## src/hdl/bcm_pkg.sv

```systemverilog
// Shared types and constants for the banked cartridge mapper.
// Holds the item and result structs, opcode and register codes, and FSM states.
// No dependencies.
`timescale 1ns / 1ps
`default_nettype none

package bcm_pkg;

  // Fixed geometry of the CPU side
  localparam int unsigned BANK_BYTES = 16384;
  localparam int unsigned OFF_W      = 14;     // byte offset inside a 16 KiB bank
  localparam int unsigned RAM_DEPTH  = 32768;  // two 16 KiB cart RAM banks
  localparam int unsigned RAM_AW     = 15;
  localparam int unsigned DATA_W     = 8;

  // Configuration port
  localparam int unsigned CFG_IDX_W  = 2;
  localparam int unsigned CFG_DATA_W = 6;
  localparam logic [CFG_DATA_W-1:0] BANK_COUNT_RESET = 6'd32;

  // Control register bits
  localparam int unsigned CTL_RAM_BANK  = 2;   // cart RAM bank for slot 2
  localparam int unsigned CTL_RAM_SLOT2 = 3;   // cart RAM replaces slot 2
  localparam int unsigned CTL_RAM_TOP   = 4;   // cart RAM at 0xC000-0xFFFF

  typedef enum logic [1:0] {
    OP_READ  = 2'd0,
    OP_WRITE = 2'd1,
    OP_REG   = 2'd2,
    OP_LOAD  = 2'd3
  } opcode_e;

  typedef enum logic [1:0] {
    SEL_CONTROL = 2'd0,
    SEL_SLOT0   = 2'd1,
    SEL_SLOT1   = 2'd2,
    SEL_SLOT2   = 2'd3
  } regsel_e;

  // Top two address bits pick the 16 KiB region
  typedef enum logic [1:0] {
    RGN_SLOT0 = 2'd0,
    RGN_SLOT1 = 2'd1,
    RGN_SLOT2 = 2'd2,
    RGN_TOP   = 2'd3
  } region_e;

  typedef enum logic [CFG_IDX_W-1:0] {
    CFG_BANK_COUNT = 2'd0,
    CFG_ALT_MODE   = 2'd1
  } cfg_idx_e;

  typedef enum logic [1:0] {
    SRC_ZERO = 2'd0,
    SRC_ROM  = 2'd1,
    SRC_RAM  = 2'd2
  } src_e;

  typedef enum logic [2:0] {
    ST_CLEAR = 3'd0,
    ST_IDLE  = 3'd1,
    ST_EXEC  = 3'd2,
    ST_READ  = 3'd3,
    ST_DIV   = 3'd4
  } state_e;

  typedef struct packed {
    opcode_e     opcode;
    logic [15:0] bus_address;
    logic [7:0]  write_data;
    regsel_e     reg_select;
    logic [18:0] rom_index;
  } item_t;

  typedef struct packed {
    logic [7:0] read_data;
    logic       overrides_system_ram;
  } result_t;

endpackage

`default_nettype wire

```

## src/hdl/bcm_div.sv

```systemverilog
// Bit-serial restoring remainder unit: one dividend bit per cycle over all DATA_W bits.
// Reduces bank numbers modulo the bank count; uses bcm_pkg for DATA_W.
`timescale 1ns / 1ps
`default_nettype none

module bcm_div (
  input  wire logic                      clk_i,
  input  wire logic                      rst_ni,
  input  wire logic                      start_i,
  input  wire logic [bcm_pkg::DATA_W-1:0] dividend_i,
  input  wire logic [bcm_pkg::DATA_W-1:0] divisor_i,
  output logic                           done_o,
  output logic      [bcm_pkg::DATA_W-1:0] remainder_o
);

  import bcm_pkg::*;

  localparam int unsigned CNT_W = $clog2(DATA_W);

  logic              active_q, active_d;
  logic              done_q, done_d;
  logic [CNT_W-1:0]  cnt_q, cnt_d;
  logic [DATA_W-1:0] rem_q, rem_d;
  logic [DATA_W-1:0] dvd_q, dvd_d;
  logic [DATA_W-1:0] dsr_q, dsr_d;
  logic [DATA_W:0]   trial;

  // Shift in one dividend bit and subtract when the partial remainder allows
  always_comb begin
    active_d = active_q;
    done_d   = 1'b0;
    cnt_d    = cnt_q;
    rem_d    = rem_q;
    dvd_d    = dvd_q;
    dsr_d    = dsr_q;
    trial    = {rem_q, dvd_q[DATA_W-1]};
    if (start_i) begin
      active_d = 1'b1;
      cnt_d    = '0;
      rem_d    = '0;
      dvd_d    = dividend_i;
      dsr_d    = divisor_i;
    end else if (active_q) begin
      if (trial >= {1'b0, dsr_q}) begin
        rem_d = DATA_W'(trial - {1'b0, dsr_q});
      end else begin
        rem_d = trial[DATA_W-1:0];
      end
      dvd_d = {dvd_q[DATA_W-2:0], 1'b0};
      cnt_d = cnt_q + 1'b1;
      if (&cnt_q) begin
        active_d = 1'b0;
        done_d   = 1'b1;
      end
    end
  end

  always_ff @(posedge clk_i or negedge rst_ni) begin
    if (!rst_ni) begin
      active_q <= 1'b0;
      done_q   <= 1'b0;
      cnt_q    <= '0;
    end else begin
      active_q <= active_d;
      done_q   <= done_d;
      cnt_q    <= cnt_d;
    end
  end

  // Datapath holds no reset
  always_ff @(posedge clk_i) begin
    rem_q <= rem_d;
    dvd_q <= dvd_d;
    dsr_q <= dsr_d;
  end

  assign done_o      = done_q;
  assign remainder_o = rem_q;

endmodule

`default_nettype wire
```

## config.mk

```make
export PLATFORM = sky130hd
export DESIGN_NAME = bcm_div
export DESIGN_NICKNAME = d
export VERILOG_FILES = /design/src/hdl/bcm_pkg.sv /design/src/hdl/bcm_div.sv
export SDC_FILE = /design/constraint.sdc
export NUM_CORES = 1
export LEC_CHECK = 0
export BUFFER_PORTS_ARGS = -buffer_cell sky130_fd_sc_hd__buf_2
export CORE_MARGIN = 1
export CORE_UTILIZATION = 60
export DETAILED_ROUTE_END_ITERATION = 6
export PLACE_DENSITY_LB_ADDON = 0.05
export SETUP_SLACK_MARGIN = 0.1
export SLEW_MARGIN = 20
export SYNTH_ARGS = -nofsm -noshare
export SYNTH_HDL_FRONTEND = slang
export SYNTH_SLANG_ARGS = --single-unit
```

## constraint.sdc

```tcl
create_clock -name clk_i -period 4.8 [get_ports clk_i]
set_clock_uncertainty 0.15 [all_clocks]
set_input_delay 0.48 -clock clk_i [delete_from_list [all_inputs] [get_ports clk_i]]
set_output_delay 0.48 -clock clk_i [all_outputs]
set_load 0.01 [all_outputs]
```

==> results of run 1 <==
-- cells by family after synthesis --
kind of cell / synth area share [%]
AOI/OAI and AO/OA: 16.2
buffers and inverters: 7.65
DFF: 45.9
xor gates and xnor gates: 2.10
and+or+nand+nor: 13.6
adders and majority gates: 8.70
muxes: 5.92
-- final cells by class --
cell class	instances	area [um2]
multi-input cells	104	776
flip-flops and latches	29	766
fillers	204	714
repair buffers	28	145
inverters	15	56.3
clock buffers	7	45.0
well taps	30	37.5
clock inverters	1	5.00
-- cells in the final DEF, fill, tap and decap left out, types with 2 or more instances in the layout --
cell | Yosys | final
a2111o_1 | 2 | 2
a21o_1 | 2 | 2
a21oi_1 | 5 | 5
a311oi_1 | 5 | 5
a31oi_1 | 2 | 2
and3_1 | 3 | 3
buf_2 | 0 | 27
clkbuf_1 | 0 | 2
clkbuf_4 | 0 | 5
dfrtp_1 | 5 | 5
dfxtp_1 | 8 | 8
edfxtp_1 | 16 | 16
ha_1 | 10 | 10
inv_1 | 15 | 15
mux2_2 | 7 | 7
mux2i_1 | 2 | 2
nand2_1 | 5 | 5
nand2b_1 | 4 | 4
nand3_1 | 7 | 7
nand3_2 | 2 | 2
nand3b_1 | 2 | 2
nor2_1 | 12 | 12
nor3_1 | 3 | 3
nor3b_1 | 2 | 2
o21ai_0 | 10 | 10
xnor2_1 | 4 | 4
-- path summary, 6_finish.rpt --
path | endpoint | cells after the start | start | slack, ns
max | remainder_o[6] | 8 | dvd_q[7] | 2.44
min | dsr_q[5] | 1 | divisor_i[5] | 0.17
max reg2reg | remainder_o[6] | 8 | dvd_q[7] | 2.44
min reg2reg | remainder_o[3] | 2 | remainder_o[3] | 0.38
max in group asynchronous | cnt_q[2] | 2 | rst_ni | 4.03
min in group asynchronous | active_q | 2 | rst_ni | 0.33
-- through the flow --
step                      instances  cell area [um2]  worst slack [ns]
final                           214             1830              2.44
after global placement          205             1770              2.55
after global routing            214             1830              2.31
after detailed placement        205             1770              2.47
after CTS                       214             1830              2.43
after floorplan                 154             1670              2.63
-- cells in the mapped netlist, drive strengths merged, types with 2 or more instances --
cell | number | area share (%)
a2111o | 2 | 1.3
a211oi | 2 | 1.2
a21o | 3 | 1.4
dfxtp | 8 | 9.6
ha | 10 | 7.5
nand3 | 9 | 3.3
a21oi | 5 | 1.5
dfrtp | 5 | 7.5
nor3 | 3 | 0.90
nor3b | 2 | 0.90
nand2b | 4 | 1.5
o21ai | 10 | 3.0
o311ai | 2 | 1.0
nand2 | 5 | 1.1
buf | 3 | 1.8
nand3b | 2 | 0.90
nor2 | 12 | 2.7
and3 | 3 | 1.1
mux2i | 2 | 1.2
clkbuf | 3 | 2.5
edfxtp | 16 | 29
a31oi | 2 | 0.75
mux2 | 7 | 4.7
a311oi | 5 | 2.6
xnor2 | 4 | 2.1
inv | 15 | 3.4
-- state kept, by name, indices dropped and copies added (netlist names) --
name         cells
dsr_q            8
dvd_q            8
remainder_o      8
cnt_q            3
active_q         1
done_o           1
-- what timing repair did --
action,in CTS,in global routing
gates resized for setup,0,0
hold buffers,1,0
hold endpoints to repair,5,0
-- layer usage --
metal,track usage [%],vias up
met4,12.4,0
met5,0,-
met3,8.33,8
met2,41.4,56
met1,32.4,611
li1,-,628
-- report_power, final --
part / switching (uW) / internal, uW / total [uW]
combinational: 237 / 188 / 426
sequential: 40.1 / 309 / 349
clock: 82.2 / 56.9 / 139
==> impl_metrics.toml, run 1 <==
[clock_tree]
clk_path_buf_depth = 2
clk_latency_ns = 0.33
cts_root_buf = "clkbuf_4"
cts_tree = "done"
cts.sinks = 29
path_clk_slew_ns = 0.09
numCtsBuffers = 5
h-tree-depth = 2
cts_setup_buffers = 0

[placed_design]
portBuffers = 27
dp_hpwl_mm = 2.39
gp_congestion = 0.864

[setup_path]
critPathKind = "reg -> reg"
cp_top_family = "compound AO/OA/AOI/OAI gates"
slowest_delay_ns = 0.41
critPathMaxFanout = 3
arrival_ns = 2.45
startpoint_type = "flop"
required_ns = 4.88
critPathCaptureType = "flop"
slowest_stage = "fa_1"
crit_buf_inv = 1
crit_chain = "inv_1, ha_1, fa_1, nand2b_1, a2111o_1, o311ai_0, o21ai_0, a311oi_1"

[route]
via_per_inst = 6.09
route.vias.total = 1303
wl_met3_um = 232
totalWireLength_mm = 3.25
drc = 0
top_layer_used = "met4"
firstDrtPassIters = 4
wl_met2_mm = 1.55
wl_met1_mm = 1.41
post_drt_wl_per_cell_um = 15.2
antenna_left = 0
first_iter_violations = 38

[sta]
drv_slew = 0
rsz0062_at_grt = "no"
relSlewSlack_pct = 54.7
holdWs_ns = 0.170
period_minus_slack_ns = 2.36
setup-violations-final = 0
fmax_mhz = 423
hold_violations = 0
tns_ns = 0
finalCritPeriodShare_pct = 49.2
tightest_slew_ns = 0.675

[logic_synthesis]
synth_cells = 154
ys_warn_count = 0
synthFlopType = "edfxtp_1"
yosysSeqAreaShare_pct = 45.9
synth_seq_cells = 29
async_reset_ff_share_pct = 17.2
synthesis.area_mm2 = 0.00167
ys_types = 41
synth_edf_count = 16
synth_nets = 184
syn_area_per_cell_um2 = 10.8

[status]
status = "finished, final reports clean"

[die]
die-area_mm2 = 0.00300
fp-row-count = 18
start_util_pct = 65.6
io_pins = 28
core_mm2 = 0.00254
die_w_um = 54.7
dieHeight_um = 54.7

[grt]
grt_pass1_vias = 1229
antenna_found_initial = 0
grt_pass1_wl_mm = 5.29
grt_max_degree = 30
grt_overflow = 0
grt.total_usage_pct = 26.3

[cells_and_area]
nNetsFinal = 213
layout-drive-gt1-share_pct = 25.0
antenna_cells = 0
area_growth_pct = 9.67
fin_util_pct = 71.9

[pwr]
power.total_uw = 913
total_leakage_power_uw = 0.000852
power.density_mw_per_mm2 = 499
ir_worst_vdd_mv = 0.410

[flow_run]
maxCapViolations = 0

[hold_path]
hp-class = "in -> reg"
Power figures use the tool's default switching activity.
==> inputs of run 2 (changes only) <==
- ABC_AREA: default -> 1
- CORE_UTILIZATION: 60 -> 55
- clock period: 4.8 -> 2.4 ns (I/O delays scaled with it)
==> run 2 against run 1 <==
Against the previous run:
- global-route usage down 3.7 points
- die area rose by 6.9%
- power rose by 90%
- first-iteration DRC count rose by 58%
- highest routed layer unchanged
==> impl_metrics.toml, run 2 <==
[status]
status = "finished, final reports clean"

[placed_design]
dp_hpwl_mm = 2.25
gp_congestion = 0.880
portBuffers = 27

[sta]
tightest_slew_ns = 0.758
tns_ns = 0
finalCritPeriodShare_pct = 78.7
fmax_mhz = 530
hold_violations = 0
holdWs_ns = 0.0148
period_minus_slack_ns = 1.89
setup-violations-final = 0
drv_slew = 0
rsz0062_at_grt = "no"
relSlewSlack_pct = 49.3

[die]
fp-row-count = 19
core_mm2 = 0.00278
io_pins = 28
start_util_pct = 58.9
die_w_um = 56.6
dieHeight_um = 56.6
die-area_mm2 = 0.00320

[cells_and_area]
multi_input_area_um2 = 746
nNetsFinal = 268
final_common_cell = "nand2_1"
layout-drive-gt1-share_pct = 18.4
area_growth_pct = 19.4
nFillCells = 217
register_area_um2 = 766
final_cell_mix = "69 x nand2_1, 29 x inv_1, 27 x buf_2"
antenna_cells = 0

[logic_synthesis]
synthFlopType = "edfxtp_1"
synth_seq_cells = 29
async_reset_ff_share_pct = 17.2
synthMuxAreaShare_pct = 0
synth_compound_area_share_pct = 3.28
synth_fa_ha_area_share_pct = 8.85
synth_cells = 197
yosysSeqAreaShare_pct = 46.7
yosys.area_share.simple_pct = 30.7
synth_nets = 227
synth_top_family_by_area = "simple AND/OR/NAND/NOR gates"
synth_xor_area_share_pct = 2.67
synthesis.area_mm2 = 0.00164
ys_types = 26
yosys.area.top_type = "edfxtp_1"
ys_warn_count = 0
yosys.area.top_type_share_pct = 29.3
yosysMostFrequentCell = "nand2_1"
synth_area_leaders = "edfxtp_1 29%, nand2_1 16%, dfxtp_1 9.8%"
synth_edf_count = 16
syn_area_per_cell_um2 = 8.32
synth_common_cells = "69 x nand2_1, 29 x inv_1, 20 x nand3_1"

[route]
post_drt_wl_per_cell_um = 11.6
first_iter_violations = 60
firstDrtPassIters = 4
totalWireLength_mm = 3.13
antenna_left = 0
route.vias.total = 1344
drc = 0
via_per_inst = 4.98

[grt]
grt_max_degree = 21
grt_pass1_wl_mm = 5.42
grt_overflow = 0
antenna_found_initial = 0
grt.total_usage_pct = 22.6
grt_pass1_vias = 1270

[clock_tree]
h-tree-depth = 2
post_cts_resized = 0
path_clk_slew_ns = 0.10
numCtsBuffers = 5
cts.sinks = 29
cts_tree = "done"
cts_root_buf = "clkbuf_4"
clk_path_buf_depth = 2
cts_setup_buffers = 0
clk_latency_ns = 0.33

[hold_path]
hp-class = "in -> reg"
hp-start = "dividend_i[5]"

[pwr]
power_frac_seq_pct = 38.1
internal_power_uw = 1050
ir_worst_vdd_mv = 0.651
p_sw_share_pct = 39.5
combinationalPowerShare_pct = 43.2
total_leakage_power_uw = 0.00106
clkPwrFrac_pct = 18.7
p_sw_uw = 684
power.density_mw_per_mm2 = 885

[setup_path]
critPathMaxFanout = 8
slowest_stage = "ha_1"
crit_chain = "ha_1, nand2_1, nand2_1, a21oi_2, and2_1, nand3_1, nand3_1, nand2_1"
startpoint = "remainder_o[5]"
required_ns = 2.48
arrival_ns = 1.97
critPathKind = "reg -> reg"
cp_top_family = "simple AND/OR/NAND/NOR gates"
critPathCaptureType = "flop"
crit_buf_inv = 0
slowest_delay_ns = 0.38
rr_startpoint = "remainder_o[5]"
cp_common_cell = "nand2_1"
startpoint_type = "flop"

[flow_run]
maxCapViolations = 0
## run 2: cell types whose count changed in the layout (fill, tap and decap cells not counted), sizes merged, moves of 4 or more
cell         delta
nand3          +12
nand2          +66
dlygate4sd3     +8
o21ai           -8
nand2b          -4
a311oi          -5
mux2            -7
inv            +14
## run 2: routing by layer
layer / wire length, um / track usage, % / vias up
li1: - / - / 707
met1: 1540 / 31.3 / 590
met2: 1370 / 32.8 / 41
met3: 173 / 6.45 / 6
met4: 57 / 10.5 / 0
met5: 0 / 0 / -
## run 2: final timing paths
check / to / slack [ns] / cells past startpoint
max in group asynchronous: active_q / 1.87 / 2
setup / recovery: remainder_o[6] / 0.51 / 8
setup reg to reg: remainder_o[6] / 0.51 / 8
hold / removal: dvd_q[5] / 0.01 / 3
hold reg to reg: remainder_o[6] / 0.34 / 2
min in group asynchronous: cnt_q[2] / 0.10 / 2
## run 2: area by class of cell
type | count | area share [%]
Timing Repair Buffer | 37 | 11.9
Tap cell | 31 | 1.98
Clock buffer | 6 | 2.62
Clock inverter | 2 | 0.703
Multi-Input combinational cell | 136 | 38.1
Sequential cell | 29 | 39.1
Inverter | 29 | 5.56
## run 2: stage by stage
stage	total power [uW]	cell area [um2]	worst slack [ns]	utilization (%)	std cells
2_1_floorplan	1240	1640	0.702	-	197
3_3_place_gp	1380	1800	0.538	64.8	253
3_5_place_dp	1400	1800	0.521	64.8	253
4_1_cts	1740	1960	0.488	70.4	270
5_1_grt	1870	1960	0.337	70.4	270
6_report	1730	1960	0.512	70.4	270
## run 2: kinds of logic after synthesis
| family | after synthesis |
|---|---|
| DFF | 29 |
| AOI/OAI and AO/OA | 8 |
| buffers and inverters | 32 |
| xor gates and xnor gates | 5 |
| adders and majority gates | 11 |
| and+or+nand+nor | 112 |
## run 2: timing repair
item / CTS / global route
setup endpoints to repair: 0 / 0
hold buffers: 9 / 0
endpoints found under the hold margin: 13 / 0
## run 2: power groups by stage
stage	logic [uW]	clock network (uW)	registers, uW
after floorplan	553	0	682
after global placement	715	0	667
after detailed placement	729	0	670
after CTS	743	334	659
after global routing	852	354	669
final	749	324	659
## run 2: worst min-delay path: stages
cell	delay [ns]
buf_2	0.07
nand2_1	0.04
nand2_1	0.05
